File: config.mk
export PLATFORM = sky130hd
export DESIGN_NAME = bounded_ordered_list_top
export DESIGN_NICKNAME = d
export VERILOG_FILES = /design/src/hw/rtl/bol_pkg.sv /design/src/hw/rtl/bounded_ordered_list_top.sv /design/src/hw/rtl/bol_cell.sv
export SDC_FILE = /design/constraint.sdc
export NUM_CORES = 2
export LEC_CHECK = 0
export BUFFER_PORTS_ARGS = -buffer_cell sky130_fd_sc_hd__buf_2
export CORE_MARGIN = 5
export CORE_UTILIZATION = 60
export CTS_BUF_LIST = sky130_fd_sc_hd__clkbuf_8
export DETAILED_ROUTE_END_ITERATION = 10
export GPL_TIMING_DRIVEN = 1
export PLACE_DENSITY = 0.79
export SLEW_MARGIN = 20
export SYNTH_ARGS = -nofsm -noshare
export SYNTH_HDL_FRONTEND = slang
export SYNTH_SLANG_ARGS = --single-unit
export TNS_END_PERCENT = 5
File: constraint.sdc
create_clock -name clock -period 6.44 [get_ports clock]
set_clock_uncertainty 0.2 [all_clocks]
set_input_delay 0.644 -clock clock [delete_from_list [all_inputs] [get_ports clock]]
set_output_delay 0.644 -clock clock [all_outputs]
set_load 0.01 [all_outputs]
File: src/hw/rtl/bol_pkg.sv
`timescale 1ns / 1ps
`default_nettype none
package bol_pkg;

   localparam int CAPACITY_DEF = 32;

   localparam int OP_W     = 2;
   localparam int INDEX_W  = 6;
   localparam int HANDLE_W = 16;
   localparam int LAYER_W  = 8;
   localparam int COUNT_W  = 6;

   localparam logic [OP_W-1:0] OP_INSERT_AT    = 2'd0;
   localparam logic [OP_W-1:0] OP_INSERT_LAYER = 2'd1;
   localparam logic [OP_W-1:0] OP_REMOVE       = 2'd2;
   localparam logic [OP_W-1:0] OP_READ         = 2'd3;

   // Command broadcast to every cell of the row
   typedef struct packed {
      logic                ins_at;
      logic                ins_lay;
      logic                rem;
      logic [INDEX_W-1:0]  index;
      logic [HANDLE_W-1:0] handle;
      logic [LAYER_W-1:0]  layer;
   } cmd_type;

endpackage
`default_nettype wire

File: src/hw/rtl/bounded_ordered_list_top.sv
// A result appears on the rsp_ ports in the cycle after its transaction is accepted.
// Throughput: one transaction per cycle; busy stays low, all cells shift in the same cycle.
// The cycle is set by the layer-compare chain that runs down the row of cells.
// Reset clears the entry count and the result strobe; entry storage is not cleared.
// The receiver cannot stall: each result is shown for exactly one cycle.
`timescale 1ns / 1ps
`default_nettype none
module bounded_ordered_list_top #(
   parameter int CAPACITY = bol_pkg::CAPACITY_DEF
) (
   input  wire                           clock,
   input  wire                           reset,
   input  wire                           start,
   output logic                          busy,
   input  wire  [bol_pkg::OP_W-1:0]      req_op,
   input  wire  [bol_pkg::INDEX_W-1:0]   req_index,
   input  wire  [bol_pkg::HANDLE_W-1:0]  req_handle,
   input  wire  [bol_pkg::LAYER_W-1:0]   req_layer,
   output logic                          rsp_strobe,
   output logic                          rsp_ok,
   output logic [bol_pkg::HANDLE_W-1:0]  rsp_read_handle,
   output logic [bol_pkg::LAYER_W-1:0]   rsp_read_layer,
   output logic [bol_pkg::COUNT_W-1:0]   rsp_count,
   output logic                          rsp_empty_res
);
   import bol_pkg::*;

   localparam int CW = $clog2(CAPACITY + 1);
   localparam int IW = $clog2(CAPACITY);
   localparam int EW = (CW > INDEX_W) ? CW : INDEX_W;

   logic [CW-1:0]       count_ff, count_in;
   logic                strobe_ff;
   logic                ok_ff, ok_in;
   logic [HANDLE_W-1:0] rh_ff, rh_in;
   logic [LAYER_W-1:0]  rl_ff, rl_in;
   logic [COUNT_W-1:0]  cnt_ff;
   logic                empty_ff;

   logic                go;
   logic                full;
   logic [EW-1:0]       idx_e, cnt_e;
   logic [IW-1:0]       rd_sel;
   logic                ins_at_ok, ins_lay_ok, rem_ok, rd_ok;
   cmd_type             cmd;

   logic [HANDLE_W-1:0] hnd [CAPACITY];
   logic [LAYER_W-1:0]  lay [CAPACITY];
   logic                gt  [CAPACITY];
   logic                suf [CAPACITY];

   assign busy  = 1'b0;
   assign go    = start && !busy;
   assign full  = count_ff == CW'(CAPACITY);
   assign idx_e = EW'(req_index);
   assign cnt_e = EW'(count_ff);

   always_comb begin
      ins_at_ok  = 1'b0;
      ins_lay_ok = 1'b0;
      rem_ok     = 1'b0;
      rd_ok      = 1'b0;
      case (req_op)
         OP_INSERT_AT:    ins_at_ok  = go && !full && (idx_e <= cnt_e);
         OP_INSERT_LAYER: ins_lay_ok = go && !full;
         OP_REMOVE:       rem_ok     = go && (idx_e < cnt_e);
         OP_READ:         rd_ok      = go && (idx_e < cnt_e);
         default:         rd_ok      = 1'b0;
      endcase
   end

   assign cmd.ins_at  = ins_at_ok;
   assign cmd.ins_lay = ins_lay_ok;
   assign cmd.rem     = rem_ok;
   assign cmd.index   = req_index;
   assign cmd.handle  = req_handle;
   assign cmd.layer   = req_layer;

   genvar i;
   generate
      for (i = 0; i < CAPACITY; i++) begin : g_cell
         logic [HANDLE_W-1:0] left_h, right_h;
         logic [LAYER_W-1:0]  left_l, right_l;
         logic                above_gt, below_gt;

         if (i == 0) begin : g_bottom
            assign left_h   = '0;
            assign left_l   = '0;
            assign below_gt = 1'b0;
         end else begin : g_inner_lo
            assign left_h   = hnd[i-1];
            assign left_l   = lay[i-1];
            assign below_gt = gt[i-1];
         end

         if (i == CAPACITY - 1) begin : g_top
            assign right_h  = '0;
            assign right_l  = '0;
            assign above_gt = 1'b1;
         end else begin : g_inner_hi
            assign right_h  = hnd[i+1];
            assign right_l  = lay[i+1];
            assign above_gt = suf[i+1];
         end

         bol_cell #(
            .POS (i),
            .CW  (CW)
         ) u_cell (
            .clock          (clock),
            .cmd            (cmd),
            .count_i        (count_ff),
            .left_handle_i  (left_h),
            .left_layer_i   (left_l),
            .right_handle_i (right_h),
            .right_layer_i  (right_l),
            .above_gt_i     (above_gt),
            .below_gt_i     (below_gt),
            .handle_o       (hnd[i]),
            .layer_o        (lay[i]),
            .gt_o           (gt[i]),
            .suf_o          (suf[i])
         );
      end
   endgenerate

   assign rd_sel = IW'(idx_e);

   always_comb begin
      count_in = count_ff;
      if (ins_at_ok || ins_lay_ok) begin
         count_in = count_ff + CW'(1);
      end else if (rem_ok) begin
         count_in = count_ff - CW'(1);
      end
      ok_in = ins_at_ok || ins_lay_ok || rem_ok || rd_ok;
      rh_in = '0;
      rl_in = '0;
      if (rd_ok) begin
         rh_in = hnd[rd_sel];
         rl_in = lay[rd_sel];
      end
   end

   always_ff @(posedge clock) begin
      if (reset) begin
         count_ff  <= '0;
         strobe_ff <= 1'b0;
      end else begin
         count_ff  <= count_in;
         strobe_ff <= go;
      end
   end

   always_ff @(posedge clock) begin
      if (go) begin
         ok_ff    <= ok_in;
         rh_ff    <= rh_in;
         rl_ff    <= rl_in;
         cnt_ff   <= COUNT_W'(count_in);
         empty_ff <= count_in == '0;
      end
   end

   assign rsp_strobe      = strobe_ff;
   assign rsp_ok          = ok_ff;
   assign rsp_read_handle = rh_ff;
   assign rsp_read_layer  = rl_ff;
   assign rsp_count       = cnt_ff;
   assign rsp_empty_res   = empty_ff;

endmodule
`default_nettype wire

File: src/hw/rtl/bol_cell.sv
`timescale 1ns / 1ps
`default_nettype none
module bol_cell #(
   parameter int POS = 0,
   parameter int CW  = $clog2(bol_pkg::CAPACITY_DEF + 1)
) (
   input  wire                                clock,
   input  bol_pkg::cmd_type                   cmd,
   input  wire  [CW-1:0]                      count_i,
   input  wire  [bol_pkg::HANDLE_W-1:0]       left_handle_i,
   input  wire  [bol_pkg::LAYER_W-1:0]        left_layer_i,
   input  wire  [bol_pkg::HANDLE_W-1:0]       right_handle_i,
   input  wire  [bol_pkg::LAYER_W-1:0]        right_layer_i,
   input  wire                                above_gt_i,
   input  wire                                below_gt_i,
   output logic [bol_pkg::HANDLE_W-1:0]       handle_o,
   output logic [bol_pkg::LAYER_W-1:0]        layer_o,
   output logic                               gt_o,
   output logic                               suf_o
);
   import bol_pkg::*;

   logic [HANDLE_W-1:0] handle_ff, handle_in;
   logic [LAYER_W-1:0]  layer_ff, layer_in;
   logic                valid;
   logic                above_idx;
   logic                at_idx;

   assign valid     = count_i > CW'(POS);
   assign above_idx = POS > int'(cmd.index);
   assign at_idx    = POS == int'(cmd.index);

   // An empty slot counts as greater, so the suffix chain runs through it
   assign gt_o  = !valid || (layer_ff > cmd.layer);
   assign suf_o = above_gt_i && gt_o;

   always_comb begin
      handle_in = handle_ff;
      layer_in  = layer_ff;
      if (cmd.ins_at) begin
         if (above_idx) begin
            handle_in = left_handle_i;
            layer_in  = left_layer_i;
         end else if (at_idx) begin
            handle_in = cmd.handle;
            layer_in  = cmd.layer;
         end
      end else if (cmd.ins_lay) begin
         if (suf_o && below_gt_i) begin
            handle_in = left_handle_i;
            layer_in  = left_layer_i;
         end else if (suf_o) begin
            handle_in = cmd.handle;
            layer_in  = cmd.layer;
         end
      end else if (cmd.rem) begin
         if (above_idx || at_idx) begin
            handle_in = right_handle_i;
            layer_in  = right_layer_i;
         end
      end
   end

   always_ff @(posedge clock) begin
      handle_ff <= handle_in;
      layer_ff  <= layer_in;
   end

   assign handle_o = handle_ff;
   assign layer_o  = layer_ff;

endmodule
`default_nettype wire

# Word-level counts from Yosys, hierarchy flattened
# Index checks and enable logic that the tools add are counted.
# totals
ff_bits	807
latch_bits	0
mem_bits_rw	0
mem_bits_ro	0
inputBits	35
out_inout_bits	34
memories	0
# op_classes
addsub	2
n_mul	0
n_div	0
n_lt_le_gt_ge	98
n_eq_ne	99
n_shift	0
n_mux	520
n_bitwise	1
reduce_logical	201
# ops
cell	n
two-way mux 16 bit	256
two-way mux 8 bit	256
> comparator 8 bit	32
AND reduction 4 bit	32
inequality test 4 x 2 -> 1 bit, second input constant	31
equality test 6 bit, first input constant	16
> comparator 5 x 6 -> 1 bit, first input constant	16
> comparator 6 x 5 -> 1 bit, second input constant	16
nonzero test 3 bit	32
inequality test 3 x 1 -> 1 bit, second input constant	31
binary-select mux 16 bit (select 5 bit)	1
logical OR 1 bit	66
equality test 5 x 6 -> 1 bit, first input constant	8
> comparator 4 x 6 -> 1 bit, first input constant	8
> comparator 6 x 4 -> 1 bit, second input constant	8
binary-select mux 8 bit (select 5 bit)	1
logical AND 1 bit	34
zero test 1 bit	33
equality test 4 x 6 -> 1 bit, first input constant	4
> comparator 3 x 6 -> 1 bit, first input constant	4
> comparator 6 x 3 -> 1 bit, second input constant	4
equality test 3 x 6 -> 1 bit, first input constant	2
> comparator 2 x 6 -> 1 bit, first input constant	2
> comparator 6 x 1 -> 1 bit, second input constant	2
other kinds (19)	26

# Logic depth before layout (Yosys ltp)
# depth
depth_word	37
ltp_mapped	17
mapped_depth_nobuf	11

# Hierarchy
# Synthesis repeated with hierarchy kept, for this count alone.
# hier_totals
cells_unflattened	7023
hier_area_um2	73002.5
# by_module_without_submodules
mod	n_inst	cells_per_inst	area_per_inst_um2	seq_area_each_um2
bounded_ordered_list_top	1	464	7629.8	1101.1
bol_cell (g_cell[4].u_cell)	1	279	2512.4	720.7
bol_cell (g_cell[16].u_cell)	1	227	2324.7	720.7
bol_cell (g_cell[24].u_cell)	1	304	2304.7	720.7
bol_cell (g_cell[22].u_cell)	1	203	2277.2	720.7
bol_cell (g_cell[1].u_cell)	1	226	2269.7	720.7
bol_cell (g_cell[18].u_cell)	1	219	2259.7	720.7
bol_cell (g_cell[31].u_cell)	1	206	2208.4	720.7
bol_cell (g_cell[29].u_cell)	1	240	2205.9	720.7
bol_cell (g_cell[14].u_cell)	1	191	2198.4	720.7
bol_cell (g_cell[17].u_cell)	1	237	2119.5	720.7
bol_cell (g_cell[7].u_cell)	1	200	2087.0	720.7
bol_cell (g_cell[12].u_cell)	1	229	2083.2	720.7
bol_cell (g_cell[27].u_cell)	1	210	2080.7	720.7
+19 rows	-	-	-	-

# Least setup slack after synthesis
# No wires, ideal clock.
# synth_timing
path_kind	input port to flip-flop
startpoint	input req_layer[3] (netlist bit)
endpoint	register g_cell[0].u_cell.handle_ff[0], enable pin
arrival_time_ns	5.688
t_required_ns	5.827
path_slack_ns	0.139
cell_stages	16
path_buffers	5
path_cell_list	clkbuf_1 inv_1 clkbuf_1 ha_1 nand3_1 o211ai_1 or3b_2 a21oi_1 and3_1 buf_4 o211ai_2 nor4_2 buf_4 buf_2 nand3_1 a21oi_1
# synth_via
elab_chain_cells	35
elab_cells_between_ends	97
classes_between	order compare (32); eq/ne (1); reduce/logical (64)
# synth_rtl
element	line	source
start: declaration	bounded_ordered_list_top.sv:18	input wire [bol_pkg::LAYER_W-1:0] req_layer,
> comparator 8 bit	bol_cell.sv:34	assign gt_o = !valid || (layer_ff > cmd.layer);
logical OR 1 bit	bol_cell.sv:34	
logical AND 1 bit (30 in a row)	bol_cell.sv:35	assign suf_o = above_gt_i && gt_o;
logical AND 1 bit (*)	bol_cell.sv:35	
inequality test 3 x 2 -> 1 bit (no line) (*)	-	
AND reduction 4 bit (no line) (*)	-	
end signal: assignment	bol_cell.sv:65	handle_ff <= handle_in;
end: declaration	bol_cell.sv:23	logic [HANDLE_W-1:0] handle_ff, handle_in;
# Every way passes the cells marked *; elsewhere a longest branch is shown, timed or not.
# A chain may end at the register's enable or synchronous reset.

# Worst setup path after layout
# layout_timing
startpoint	register count_ff[1], in the netlist cnt_e[1]
endpoint	register g_cell[9].u_cell.handle_ff[12], enable pin
# layout_via
elab_chain_cells	28
elab_cells_between_ends	110
classes_between	order compare (26); eq/ne (3); mux (3); reduce/logical (78)
# layout_rtl
element	line	source
start: declaration	bounded_ordered_list_top.sv:32	logic [CW-1:0] count_ff, count_in;
start signal: assignment	bounded_ordered_list_top.sv:150	count_ff <= count_in;
> comparator 6 x 5 -> 1 bit	bol_cell.sv:29	assign valid = count_i > CW'(POS);
zero test 1 bit	bol_cell.sv:34	
logical OR 1 bit	bol_cell.sv:34	
logical AND 1 bit (22 in a row)	bol_cell.sv:35	
logical AND 1 bit	bol_cell.sv:49	if (suf_o && below_gt_i) begin
inequality test 4 x 2 -> 1 bit (no line)	-	
AND reduction 4 bit (no line) (*)	-	
end signal: assignment	bol_cell.sv:65	
end: declaration	bol_cell.sv:23	
# Marks and branches as above.

==> flow_metrics.py <==
metrics = {
    "status": {
        "status": "complete, no violations",
    },
    "synthesis": {
        "syn_nets": 6650,
        "seq_area_frac_synth_pct": 37.10,
        "synth_cells": 6349,
        "synth-seq-cells": 807,
        "synth-edff-count": 800,
        "synth_top_family_by_area": "multiplexers",
        "yosys_warnings": 0,
        "netlist_area_sq_um": 65130,
        "synth_xor_area_share_pct": 0.06723,
        "async_flop_share_pct": 0,
        "synthFlopType": "edfxtp_1",
        "synth_compound_area_share_pct": 16.86,
        "synth_fa_ha_area_share_pct": 5.110,
        "synth.area.mux_share_pct": 24.07,
        "synth_cell_types": 81,
        "avgSynthCellArea_sq_um": 10.26,
        "yosys.area_share.simple_pct": 11.60,
    },
    "floorplanning": {
        "ioPinCount": 69,
        "core-area_sq_um": 107500,
        "die_w_um": 339.5,
        "die_h_um": 339.5,
        "num_rows": 120,
        "initial_core_util_pct": 60.59,
        "die-area_sq_um": 115200,
    },
    "placement": {
        "placed_area_sq_um": 66420,
        "placedCellCount": 7242,
        "gp_congestion": 0.9481,
        "dpl_worst_slack_ps": 1026,
        "port_buffers": 67,
        "hpwl_mm": 140.8,
    },
    "detailed_routing": {
        "ant_nets": 0,
        "wl_mm": 205.9,
        "num_vias": 56810,
        "drc_errors": 0,
        "wl_per_cell_um": 27.42,
        "via_per_inst": 7.564,
        "drtPass1Iterations": 10,
        "drtIter0Drc": 8916,
    },
    "setup_path": {
        "worstSetupStartpointType": "flop",
        "cp_data_arrival_time_ps": 5350,
        "cp_slowest_cell": "nor2_4",
        "cp.required_ps": 6750,
        "crit_type": "flop to flop",
        "crit_fanout": 24,
        "critical_path.endpoint_type": "flop",
        "path_cells": "inv_1 -> ha_1 -> nor3b_1 -> o31a_1 -> o21ai_1 -> o22ai_1 -> nor4_2 -> nand4_4 -> buf_4 -> nor2_4 -> a21oi_1 -> nor2_2 -> buf_4",
        "path_buf_inv": 3,
        "cpMostUsedCell": "buf_4",
        "slowest_delay_ps": 600,
        "crit_family": "simple AND/OR/NAND/NOR gates",
    },
    "flow_run": {
        "drv_cap": 0,
    },
    "sta": {
        "hold_viol": 0,
        "slew-limit-headroom_pct": 28.88,
        "min_period_ps": 5040,
        "tightest_slew_ps": 1063,
        "fin_setup_tns_ps": 0,
        "setup_slack_ps": 1400,
        "fmax_mhz": 198.4,
        "finalCritPeriodShare_pct": 78.26,
        "drv_slew": 0,
        "rsz0062_at_grt": "false",
        "finalSetupViolCount": 0,
    },
    "finish": {
        "area_growth_pct": 6.159,
        "fin_util_pct": 64.32,
        "fin_cells": 7510,
        "drive_above_1_share_pct": 13.11,
        "final_common_cell": "mux2i_1",
        "fin_nets": 6295,
        "final_cell_mix": "1026 x mux2i_1, 800 x edfxtp_1, 755 x nand3_1",
        "final_area_sq_um": 69150,
    },
    "pwr": {
        "p_leak_nw": 26.78,
        "p_per_area_nw_per_um2": 222.8,
        "ir_drop_uv": 162.1,
    },
    "clock_network": {
        "numCtsBuffers": 150,
        "cts_root_buf": "clkbuf_8",
        "cts.path.max_buffers": 3,
        "cts_max_level": 4,
        "clock-sinks": 807,
        "clock_latency_ps": 860,
        "cts_setup_buffers": 0,
        "path_clk_slew_ps": 60,
        "hold_buffers": 2,
        "post_cts_resized": 0,
        "cts_tree": "done",
    },
    "grt": {
        "grt_pass1_wl_mm": 315.4,
        "antenna_found_initial": 9,
        "grt_pass1_vias": 53220,
        "grt_max_degree": 213,
        "gr-total-overflow": 0,
        "grt.total_usage_pct": 34.16,
    },
    "min_path": {
        "hold_path.class": "input pin to flop",
    },
}
## cell type report
cell class | instances | area, sq um
inverters | 72 | 270.3
clock inverters | 103 | 490.5
well taps | 1403 | 1755
multi-input cells | 4684 | 38100
fillers | 8301 | 38360
flip-flops and latches | 807 | 24160
diodes | 4 | 10.01
clock buffers | 158 | 2175
repair buffers | 279 | 2183
## state kept, by name, indices dropped and copies added (netlist names)
register,flops
rsp_strobe,1
rsp_count,6
cnt_e,6
g_cell.u_cell.handle_o,512
rsp_read_layer,8
rsp_ok,1
g_cell.u_cell.layer_o,256
rsp_empty_res,1
rsp_read_handle,16
## cells by family after synthesis
kind of cell / count (synthesis)
AND/OR/NAND/NOR: 1616
AO/OA/AOI/OAI: 1530
multiplexers: 1266
buffers and inverters: 858
flip-flops: 807
adder cells (fa/ha/maj): 266
XOR/XNOR: 5
other: 1
## synthesized netlist by cell type, types with 5 or more instances
library cell	instances	area (sq um)
and3_1	12	75.07
a211oi_1	13	97.59
o221ai_1	456	3994
a21oi_1	321	1607
ha_1	266	3328
or2_2	6	37.54
o211ai_1	116	870.8
xnor2_1	5	43.79
buf_4	9	67.56
edfxtp_1	800	24020
and4_1	5	43.79
nor2b_1	26	162.7
buf_1	70	262.8
o22ai_1	12	75.07
inv_1	70	262.8
nand2_1	326	1224
o311ai_0	39	341.6
a21o_1	43	322.8
dfxtp_1	7	140.1
nand3_1	757	3789
nor3_1	21	105.1
a22o_1	24	210.2
nand4_1	52	325.3
o21ai_0	160	800.8
clkbuf_1	639	2399
mux2i_1	1026	10270
buf_2	62	310.3
a311o_1	97	970.9
buf_6	6	67.56
a31oi_1	187	1170
nand2b_1	7	43.79
o21a_1	9	67.56
nor2_1	362	1359
or3_1	8	50.05
mux4_2	240	5405
## stage by stage
stage	hold slack [ps]	total power, mW
after floorplan	345.0	9.589
after global placement	359.7	10.54
after detailed placement	369.9	10.69
after CTS	190.3	15.33
after global routing	284.7	15.97
final	248.2	15.41
## path summary, 6_finish.rpt
check	slack (ps)	cells after the start	endpoint	from
worst max register to register	1400	13	g_cell[9].u_cell.handle_o[12]	cnt_e[1]
worst min-delay path	250	5	cnt_e[1]	req_op[0]
worst min register to register	370	2	g_cell[30].u_cell.handle_o[5]	g_cell[31].u_cell.handle_o[5]
worst max-delay path	1400	13	g_cell[9].u_cell.handle_o[12]	cnt_e[1]
## power breakdown
part           internal [mW]  total (mW)  switching (mW)
clock                   2.33        4.70            2.36
combinational           1.66        4.42            2.76
sequential              6.08        6.29           0.206
total                   10.1        15.4            5.33
## layer usage
metal / track usage (%) / share of wire, % / vias up
met5: 0 / 0.011 / -
met4: 15.99 / 4.8 / 4
met3: 7.629 / 12 / 722
met2: 52.62 / 45 / 4004
met1: 46.28 / 38 / 27460
li1: - / - / 24610
## worst min-delay path, cell delays in order
cell,delay [ps]
buf_2,170
nor3_1,80
a21oi_1,110
o21a_1,190
nor2_1,60
(Power assumes the default switching activity.)
